==> config.mk <==
export PLATFORM = sky130hd
export DESIGN_NAME = morris_pratt_string_match
export DESIGN_NICKNAME = d
export VERILOG_FILES = /design/src/hw/rtl/mpsm_pkg.sv /design/src/hw/rtl/mpsm_front.sv /design/src/hw/rtl/mpsm_engine.sv /design/src/hw/rtl/morris_pratt_string_match.sv
export SDC_FILE = /design/constraint.sdc
export NUM_CORES = 1
export LEC_CHECK = 0
export BUFFER_PORTS_ARGS = -buffer_cell sky130_fd_sc_hd__clkbuf_2
export CAP_MARGIN = 10
export CORE_UTILIZATION = 30
export DETAILED_ROUTE_END_ITERATION = 8
export GPL_TIMING_DRIVEN = 0
export HOLD_SLACK_MARGIN = 0.02
export PLACE_DENSITY = 0.46
export SETUP_SLACK_MARGIN = 0.4
export SYNTH_ARGS = -nofsm -noshare
export SYNTH_HDL_FRONTEND = slang
export SYNTH_SLANG_ARGS = --single-unit
==> constraint.sdc <==
create_clock -name clk_i -period 3.5 [get_ports clk_i]
set_input_delay 0.175 -clock clk_i [delete_from_list [all_inputs] [get_ports clk_i]]
set_output_delay 0.175 -clock clk_i [all_outputs]
set_load 0.005 [all_outputs]
==> src/hw/rtl/mpsm_pkg.sv <==
// ----------------------------------------------------------------------------
// mpsm_pkg
// Shared types and constants of the streaming Morris-Pratt matcher.
// ----------------------------------------------------------------------------
package mpsm_pkg;

  // Default pattern capacity in bytes.
  localparam int MaxPatternDef = 16;

  // Width of the line position counter and of a reported position.
  localparam int PosWidth = 16;

  // Request codes carried by req_type.
  typedef enum logic [1:0] {
    REQ_CLEAR  = 2'd0,
    REQ_APPEND = 2'd1,
    REQ_TEXT   = 2'd2,
    REQ_EOL    = 2'd3
  } req_e;

  // Classified command handed from the front end to the engine.
  typedef struct packed {
    req_e       kind;
    logic [7:0] data;
  } cmd_t;

endpackage

==> src/hw/rtl/mpsm_front.sv <==
// ----------------------------------------------------------------------------
// mpsm_front
// Accepts request items, classifies them and holds them in a two-entry
// command queue so that the input side stalls independently of the engine.
// ----------------------------------------------------------------------------
module mpsm_front (
  input  logic               clk_i,
  input  logic               rst_ni,
  input  logic               in_valid_i,
  output logic               in_ready_o,
  input  logic [1:0]         req_type_i,
  input  logic [7:0]         data_byte_i,
  output logic               cmd_valid_o,
  output mpsm_pkg::cmd_t     cmd_o,
  input  logic               cmd_ready_i
);
  import mpsm_pkg::*;

  cmd_t       slot_q [2];
  logic       wr_ptr_q, wr_ptr_d;
  logic       rd_ptr_q, rd_ptr_d;
  logic [1:0] count_q, count_d;
  logic       push, pop;
  cmd_t       cmd_in;

  assign cmd_in.kind = req_e'(req_type_i);
  assign cmd_in.data = data_byte_i;

  assign in_ready_o  = (count_q != 2'd2);
  assign cmd_valid_o = (count_q != 2'd0);
  assign cmd_o       = slot_q[rd_ptr_q];

  assign push = in_valid_i && in_ready_o;
  assign pop  = cmd_valid_o && cmd_ready_i;

  always_comb begin
    wr_ptr_d = push ? ~wr_ptr_q : wr_ptr_q;
    rd_ptr_d = pop ? ~rd_ptr_q : rd_ptr_q;
    count_d  = count_q;
    if (push && !pop) begin
      count_d = count_q + 2'd1;
    end else if (pop && !push) begin
      count_d = count_q - 2'd1;
    end
  end

  always_ff @(posedge clk_i or negedge rst_ni) begin
    if (!rst_ni) begin
      wr_ptr_q <= 1'b0;
      rd_ptr_q <= 1'b0;
      count_q  <= 2'd0;
    end else begin
      wr_ptr_q <= wr_ptr_d;
      rd_ptr_q <= rd_ptr_d;
      count_q  <= count_d;
    end
  end

  always_ff @(posedge clk_i) begin
    if (push) begin
      slot_q[wr_ptr_q] <= cmd_in;
    end
  end

endmodule

==> src/hw/rtl/mpsm_engine.sv <==
// ----------------------------------------------------------------------------
// mpsm_engine
// Executes queued commands: builds the failure table on append and walks
// the failure chain on text bytes, one step per cycle through registered
// pattern and failure memories.
// ----------------------------------------------------------------------------
module mpsm_engine #(
  parameter int MAX_PATTERN = mpsm_pkg::MaxPatternDef
) (
  input  logic                          clk_i,
  input  logic                          rst_ni,
  input  logic                          cmd_valid_i,
  input  mpsm_pkg::cmd_t                cmd_i,
  output logic                          cmd_ready_o,
  output logic                          out_valid_o,
  input  logic                          out_ready_i,
  output logic [mpsm_pkg::PosWidth-1:0] match_pos_o
);
  import mpsm_pkg::*;

  localparam int IW = $clog2(MAX_PATTERN + 1);
  localparam int AW = (MAX_PATTERN > 1) ? $clog2(MAX_PATTERN) : 1;
  localparam logic [IW-1:0] MaxLen = IW'(MAX_PATTERN);
  localparam logic [PosWidth-1:0] PosMax = '1;

  localparam logic [1:0] S_IDLE  = 2'd0;
  localparam logic [1:0] S_AINIT = 2'd1;
  localparam logic [1:0] S_WALK  = 2'd2;
  localparam logic [1:0] S_MATCH = 2'd3;

  logic [1:0]          state_q, state_d;
  logic [IW-1:0]       q_q, q_d;
  logic [IW-1:0]       plen_q, plen_d;
  logic [IW-1:0]       matched_q, matched_d;
  logic [PosWidth-1:0] line_q, line_d;
  logic [7:0]          byte_q, byte_d;
  logic                append_q, append_d;
  logic                out_valid_q, out_valid_d;
  logic [PosWidth-1:0] pos_q, pos_d;

  logic [7:0]          pat_mem [MAX_PATTERN];
  logic [IW-1:0]       fail_mem [MAX_PATTERN + 1];
  logic [7:0]          pat_rd_q;
  logic [IW-1:0]       fail_rd_q;

  logic                pat_we;
  logic                fail_we;
  logic [IW-1:0]       fail_wa;
  logic [IW-1:0]       fail_wd;
  logic                fail_ra_plen;
  logic [IW-1:0]       fail_ra;
  logic [AW-1:0]       pat_ra;

  logic                hit, at_root, walk_done, out_free;
  logic [IW-1:0]       walk_res;

  assign hit       = (pat_rd_q == byte_q);
  assign at_root   = (q_q == '0);
  assign walk_done = hit || at_root;
  assign walk_res  = hit ? (q_q + 1'b1) : '0;
  assign out_free  = !out_valid_q || out_ready_i;

  assign cmd_ready_o = (state_q == S_IDLE);
  assign out_valid_o = out_valid_q;
  assign match_pos_o = pos_q;

  always_comb begin
    state_d      = state_q;
    q_d          = q_q;
    plen_d       = plen_q;
    matched_d    = matched_q;
    line_d       = line_q;
    byte_d       = byte_q;
    append_d     = append_q;
    out_valid_d  = out_valid_q;
    pos_d        = pos_q;
    pat_we       = 1'b0;
    fail_we      = 1'b0;
    fail_wa      = plen_q + 1'b1;
    fail_wd      = walk_res;
    fail_ra_plen = 1'b0;

    // Drain the output register.
    if (out_valid_q && out_ready_i) begin
      out_valid_d = 1'b0;
    end

    unique case (state_q)
      S_IDLE: begin
        if (cmd_valid_i) begin
          byte_d = cmd_i.data;
          unique case (cmd_i.kind)
            REQ_CLEAR: begin
              plen_d    = '0;
              matched_d = '0;
            end
            REQ_APPEND: begin
              if (plen_q != MaxLen) begin
                pat_we = 1'b1;
                if (plen_q == '0) begin
                  // Single-byte pattern has an empty border.
                  fail_we = 1'b1;
                  fail_wa = IW'(1);
                  fail_wd = '0;
                  plen_d  = IW'(1);
                end else begin
                  fail_ra_plen = 1'b1;
                  append_d     = 1'b1;
                  state_d      = S_AINIT;
                end
              end
            end
            REQ_TEXT: begin
              if (line_q != PosMax) begin
                line_d = line_q + 1'b1;
              end
              if (plen_q != '0) begin
                q_d      = matched_q;
                append_d = 1'b0;
                state_d  = S_WALK;
              end
            end
            REQ_EOL: begin
              matched_d = '0;
              line_d    = '0;
            end
            default: ;
          endcase
        end
      end
      S_AINIT: begin
        q_d     = fail_rd_q;
        state_d = S_WALK;
      end
      S_WALK: begin
        if (!walk_done) begin
          q_d = fail_rd_q;
        end else if (append_q) begin
          fail_we = 1'b1;
          plen_d  = plen_q + 1'b1;
          state_d = S_IDLE;
        end else if (walk_res == plen_q) begin
          fail_ra_plen = 1'b1;
          state_d      = S_MATCH;
        end else begin
          matched_d = walk_res;
          state_d   = S_IDLE;
        end
      end
      S_MATCH: begin
        fail_ra_plen = 1'b1;
        if (out_free) begin
          out_valid_d = 1'b1;
          pos_d       = line_q - PosWidth'(plen_q) + 1'b1;
          matched_d   = fail_rd_q;
          state_d     = S_IDLE;
        end
      end
      default: begin
        state_d = S_IDLE;
      end
    endcase
  end

  assign fail_ra = fail_ra_plen ? plen_q : q_d;
  assign pat_ra  = q_d[AW-1:0];

  always_ff @(posedge clk_i or negedge rst_ni) begin
    if (!rst_ni) begin
      state_q     <= S_IDLE;
      q_q         <= '0;
      plen_q      <= '0;
      matched_q   <= '0;
      line_q      <= '0;
      append_q    <= 1'b0;
      out_valid_q <= 1'b0;
    end else begin
      state_q     <= state_d;
      q_q         <= q_d;
      plen_q      <= plen_d;
      matched_q   <= matched_d;
      line_q      <= line_d;
      append_q    <= append_d;
      out_valid_q <= out_valid_d;
    end
  end

  always_ff @(posedge clk_i) begin
    byte_q <= byte_d;
    pos_q  <= pos_d;
  end

  // Pattern memory: one write, one registered read.
  always_ff @(posedge clk_i) begin
    if (pat_we) begin
      pat_mem[plen_q[AW-1:0]] <= cmd_i.data;
    end
    pat_rd_q <= pat_mem[pat_ra];
  end

  // Failure memory: entry zero is never stored, the root is handled in logic.
  always_ff @(posedge clk_i) begin
    if (fail_we) begin
      fail_mem[fail_wa] <= fail_wd;
    end
    fail_rd_q <= fail_mem[fail_ra];
  end

  a_plen_range: assert property (@(posedge clk_i) disable iff (!rst_ni)
    plen_q <= MaxLen)
    else $error("pattern length beyond capacity");

  a_matched_below_plen: assert property (@(posedge clk_i) disable iff (!rst_ni)
    (state_q == S_IDLE) |-> (plen_q == '0) || (matched_q < plen_q))
    else $error("matched length not below pattern length");

  a_walk_index: assert property (@(posedge clk_i) disable iff (!rst_ni)
    (state_q == S_WALK) |-> (q_q < plen_q))
    else $error("failure walk outside written pattern");

  a_match_needs_pattern: assert property (@(posedge clk_i) disable iff (!rst_ni)
    (state_q == S_MATCH) |-> !append_q && (plen_q != '0))
    else $error("match state reached without a text walk");

endmodule

==> src/hw/rtl/morris_pratt_string_match.sv <==
// ----------------------------------------------------------------------------
// morris_pratt_string_match
// Streaming Morris-Pratt matcher: loads a pattern byte by byte and reports
// the 1-based in-line start position of every (overlapping) match.
// ----------------------------------------------------------------------------
//
//   channel | signals                                  | moves
//   --------+------------------------------------------+------------------------
//   in      | in_valid_i, in_ready_o,                  | one request item
//           | req_type_i, data_byte_i                  | (clear/append/text/eol)
//   out     | out_valid_o, out_ready_i, match_pos_o    | one match position item
//
// Steps: clear, end of line and a text byte on an empty pattern are done in the
//   idle state; any other text byte goes on to the walk state, one step per
//   failure-chain link, then to the match state when it completes a match; the
//   first append is done in the idle state, later ones pass through the init
//   and walk states. The engine has a single walk unit, one chain step per cycle
//   through the registered pattern and failure memory reads.
// Reset: rst_ni clears the pattern length, match state and line position.
// Stalls: a two-entry command queue takes items while the engine walks;
//   a pending result waits in the output register without blocking input
//   until the next match completes, which holds the engine until it drains.
//
module morris_pratt_string_match #(
  parameter int MAX_PATTERN = mpsm_pkg::MaxPatternDef
) (
  input  logic                          clk_i,
  input  logic                          rst_ni,
  input  logic                          in_valid_i,
  output logic                          in_ready_o,
  input  logic [1:0]                    req_type_i,
  input  logic [7:0]                    data_byte_i,
  output logic                          out_valid_o,
  input  logic                          out_ready_i,
  output logic [mpsm_pkg::PosWidth-1:0] match_pos_o
);
  import mpsm_pkg::*;

  // Command handoff between front end and engine.
  logic cmd_valid;
  logic cmd_ready;
  cmd_t cmd;

  // Accept and classify items; buffer them so input keeps flowing.
  mpsm_front u_front (
    .clk_i       (clk_i),
    .rst_ni      (rst_ni),
    .in_valid_i  (in_valid_i),
    .in_ready_o  (in_ready_o),
    .req_type_i  (req_type_i),
    .data_byte_i (data_byte_i),
    .cmd_valid_o (cmd_valid),
    .cmd_o       (cmd),
    .cmd_ready_i (cmd_ready)
  );

  // Build the failure table and walk the failure chain.
  mpsm_engine #(
    .MAX_PATTERN (MAX_PATTERN)
  ) u_engine (
    .clk_i       (clk_i),
    .rst_ni      (rst_ni),
    .cmd_valid_i (cmd_valid),
    .cmd_i       (cmd),
    .cmd_ready_o (cmd_ready),
    .out_valid_o (out_valid_o),
    .out_ready_i (out_ready_i),
    .match_pos_o (match_pos_o)
  );

endmodule

==> impl_summary.txt <==
----------------------------------------------------
[GRT]
  Total global routing overflow ... 0
  Global-route wire length before repair ... 87500 um
  Number of antenna violations at the first check in global routing ... 0
  Tot GR Track Use ... 20.5%
  Vias in the first global route ... 13800
  Maximum number of pins on one net before global-route repair ... 40

[Yosys]
  Synthesis-stage register bit count ... 309
  Number of synthesized flops with an enable pin ... 257
  Mapped Area ... 0.0168 sq mm
  Mean instance size in the synthesized netlist ... 10.5 sq um
  Synth cell types ... 88
  Part of the Yosys area used for sequential elements ... 53.2%
  Number of instances in the synthesized netlist ... 1595
  Post-Synthesis Net Count ... 1650
  Warnings, synthesis ... 0
  Proportion of register bits with asynchronous set or reset after synthesis ... 12.6%
  Most instantiated flip-flop cell in the synthesis netlist ... edfxtp_1

[Min path]
  Class of the worst hold path ... in2reg
  Hold Crit Start ... out_ready_i

[Timing]
  Summed negative setup slack over all endpoints ... -0.333 ns
  Highest Clock Rate ... 0.278 GHz
  Unrepaired setup endpoints after global routing ... yes
  Final setup fails ... 5
  Slew margin rel. ... 26.8%
  Final period util ... 103%
  Hold violation count in the final report ... 0
  Total count of max-transition violations in the final report ... 0
  Worst Skew ... 0.0212 ns
  Final critical-path setup slack ... -0.0935 ns
  Actual transition at the worst max-transition pin ... 1.10 ns
  Min Clock Period, post-route ... 3.59 ns

[Clock network]
  Worst-skew pair later-pin latency ... 0.57 ns
  Max Root-Sink Buffers ... 3
  CTS buffer count ... 37
  CTS root buf ... clkbuf_16
  Clock-pin transition on the worst setup and hold timing paths ... 0.06 ns
  Maximum level of the CTS H-tree ... 2
  TritonCTS sink count ... 309
  TritonCTS clock tree ... done

[Floorplan]
  Die outline height ... 239 um
  I/O pin total ... 32
  Initial Util ... 30.5%
  Core Area ... 0.0552 sq mm
  Die area ... 0.0570 sq mm
  Width of the die ... 239 um
  # rows ... 86

[Drt]
  Vias per cell ... 5.53
  Post-route DRC ... 0
  Count of antenna-violating nets left after detailed routing ... 0
  Mean routed wirelength per cell ... 23.3 um
  Drt initial violations ... 967
  Via count ... 14000
  Drt pass-1 iters ... 5
  Aggregate routed wire length ... 59100 um

[Setup path]
  Endpoint of the most critical setup path ... u_engine.fail_rd_q[0]$_DFF_P_
  Req. time, crit path ... 3.93 ns
  Worst setup path class ... reg2reg
  Crit path launch ... u_engine.plen_q[1]$_DFFE_PN0P_
  Path depth of the worst reg2reg path ... 17
  Crit path arrival time ... 4.03 ns
  Worst reg2reg setup slack ... -0.09 ns
  Maximum fanout encountered on the critical timing path ... 10
  Reg-to-reg endpoint ... u_engine.fail_rd_q[0]$_DFF_P_
  Startpoint of the worst-slack reg-to-reg timing path ... u_engine.plen_q[1]$_DFFE_PN0P_
  Type of element launching the critical path ... flip-flop
  Crit path capture type ... flip-flop

[Cells and area]
  Layout cell share with drive strength beyond 1 ... 29.7%
  Most common cell after layout, fill and taps aside ... nand2_1
  Final cell count without fillers ... 2531
  Diode count ... 0
  NumNets Final ... 1809
  Growth of design area from synthesis to finish ... 30.4%
  Highest-count cells in the layout ignoring fill and taps ... nand2_1, edfxtp_1, nor2_1

[Power]
  Comb power frac ... 60.9%
  Highest ir drop seen on vdd ... 440 uV
  Total net switching power ... 10.5 mW
  Power density of the placed cells ... 1070 mW/mm^2
  Leak Pwr ... 7.87 nW
  Switching part of the total ... 44.8%
  Proportion of power drawn by the clock network ... 17.8%
  Cell internal power dissipation ... 12.9 mW
  Sequential fraction of design power ... 21.3%

[Flow run]
  Maximum capacitance violations ... 0

[Place]
  Worst setup slack before clock tree synthesis ... -0.972 ns
  Number of placed instances with taps included ... 2379
  Weighted congestion reported at the end of routability-driven placement ... 0.912
  HPWL after DPL ... 39900 um
  Number of buffers inserted by port buffering ... 31

[Status]
  Outcome ... complete, but fails checks
  Failing checks ... negative setup slack

----------------------------------------------------
==> cell type report <==
| type | instances | area, sq um |
|---|---|---|
| clock buffer | 42 | 976 |
| inverter | 49 | 228 |
| timing repair buffer | 120 | 1050 |
| clock inverter | 26 | 329 |
| fill | 5313 | 33300 |
| tap | 748 | 936 |
| multi-input combinational | 1112 | 8370 |
| buffer | 125 | 1090 |
| sequential | 309 | 8960 |
==> worst max-delay path, cell delays in order (launching register included) <==
cell and delay, ns:
dfrtp_2 0.48, clkbuf_16 0.18, clkinv_8 0.04, clkbuf_16 0.13
ha_4 0.14, or4b_4 0.52, nand3_2 0.09, a311o_1 0.19
o211a_4 0.19, buf_12 0.15, inv_6 0.05, buf_8 0.14
o2111a_1 0.13, or4b_4 0.55, nor2_4 0.10, a22oi_1 0.10
a21oi_2 0.20, nor3_2 0.09
==> kinds of logic (layout without fill, tap and decap cells) <==
group,Yosys count,in the layout,share of synthesized area [%]
flip-flops,309,309,53.2
XOR/XNOR,45,45,2.74
AO/OA/AOI/OAI,321,321,14.8
buffers and inverters,174,362,4.64
multiplexers,20,20,1.36
adder cells (fa/ha/maj),41,41,3.09
AND/OR/NAND/NOR,685,685,20.2
==> power by group through the flow <==
stage | Combinational (mW) | Clock (mW) | Sequential [mW]
after floorplan | 6.60 | 0 | 4.97
after global placement | 10.0 | 0 | 5.05
after detailed placement | 10.1 | 0 | 5.06
after CTS | 12.8 | 4.27 | 4.97
after global routing | 15.0 | 4.39 | 5.03
final | 14.3 | 4.16 | 4.99
==> synthesized netlist by cell type, types with 5 or more instances <==
cell type | n | share of area [%]
xor2_1 | 10 | 0.52
a41oi_1 | 34 | 1.8
or4_1 | 35 | 1.6
and2_1 | 7 | 0.26
inv_1 | 44 | 0.98
a21boi_0 | 5 | 0.22
a211oi_1 | 20 | 0.89
mux2i_1 | 6 | 0.36
or4b_1 | 24 | 1.4
o31ai_1 | 8 | 0.36
and3_1 | 37 | 1.4
edfxtp_1 | 257 | 46
buf_1 | 5 | 0.11
a22o_1 | 5 | 0.26
a22oi_1 | 18 | 0.80
buf_6 | 7 | 0.47
nand2_1 | 264 | 5.9
xnor2_2 | 8 | 0.77
dfxtp_1 | 13 | 1.5
nand4_1 | 16 | 0.60
nor2_1 | 142 | 3.2
o2111a_1 | 26 | 1.7
o211ai_1 | 8 | 0.36
clkbuf_1 | 63 | 1.4
a31oi_1 | 25 | 0.93
o32ai_1 | 26 | 1.4
mux2_2 | 13 | 0.87
dfrtp_1 | 39 | 5.8
buf_2 | 44 | 1.3
nor3_1 | 14 | 0.42
a311oi_1 | 16 | 0.83
nand3_1 | 84 | 2.5
buf_4 | 5 | 0.22
nor2b_1 | 5 | 0.19
ha_1 | 40 | 3.0
a21oi_1 | 31 | 0.92
xnor2_1 | 26 | 1.4
o21ai_0 | 51 | 1.5
nor4_1 | 27 | 1.0
==> state kept, by name, summed over array words and instances, names as in the netlist, 8 cells and up <==
name                  count
u_front.slot_q           20
u_engine.match_pos_o     16
u_engine.byte_q           8
u_engine.pat_rd_q         8
u_engine.line_q          16
u_engine.pat_mem        128
u_engine.fail_mem        85
==> worst min path at each step <==
stage          slack, ns  depth (start not counted)                              to
2_1_floorplan      -0.12                          0   u_engine.append_q$_DFFE_PN0P_
3_3_place_gp        0.37                          1  u_front.slot_q[0][6]$_DFFE_PP_
3_5_place_dp        0.37                          1  u_front.slot_q[1][6]$_DFFE_PP_
4_1_cts             0.09                          3  u_engine.out_valid_o$_DFF_PN0_
5_1_grt             0.12                          3  u_engine.out_valid_o$_DFF_PN0_
6_report            0.12                          3  u_engine.out_valid_o$_DFF_PN0_
==> what timing repair did <==
action	in CTS	in global routing
hold buffers	12	0
hold endpoints to repair	60	0
gates resized for setup	301	151
gates cloned	2	4
setup buffers	49	17
setup endpoints to repair	293	142
pin swaps	80	52
==> routing by layer <==
layer  vias to the layer above  global-route usage, %  part of all wire (%)
li1                       6380                      -                     -
met2                       480                   34.0                    48
met5                         -                      0                     0
met1                      7047                   27.4                    44
met3                       100                   3.07                   5.5
met4                         0                   6.22                   2.8
==> per-stage QoR <==
step                util, %  cell area [sq um]  hold WS, ns  power, mW
floorplan                 -              17000       -0.121       11.6
global placement       32.7              18000        0.365       15.1
detailed placement     32.8              18100        0.369       15.1
CTS                    38.3              21200       0.0904       22.0
global route           39.7              21900        0.116       24.5
finish                 39.7              21900        0.118       23.4
Power figures use the tool's default switching activity.
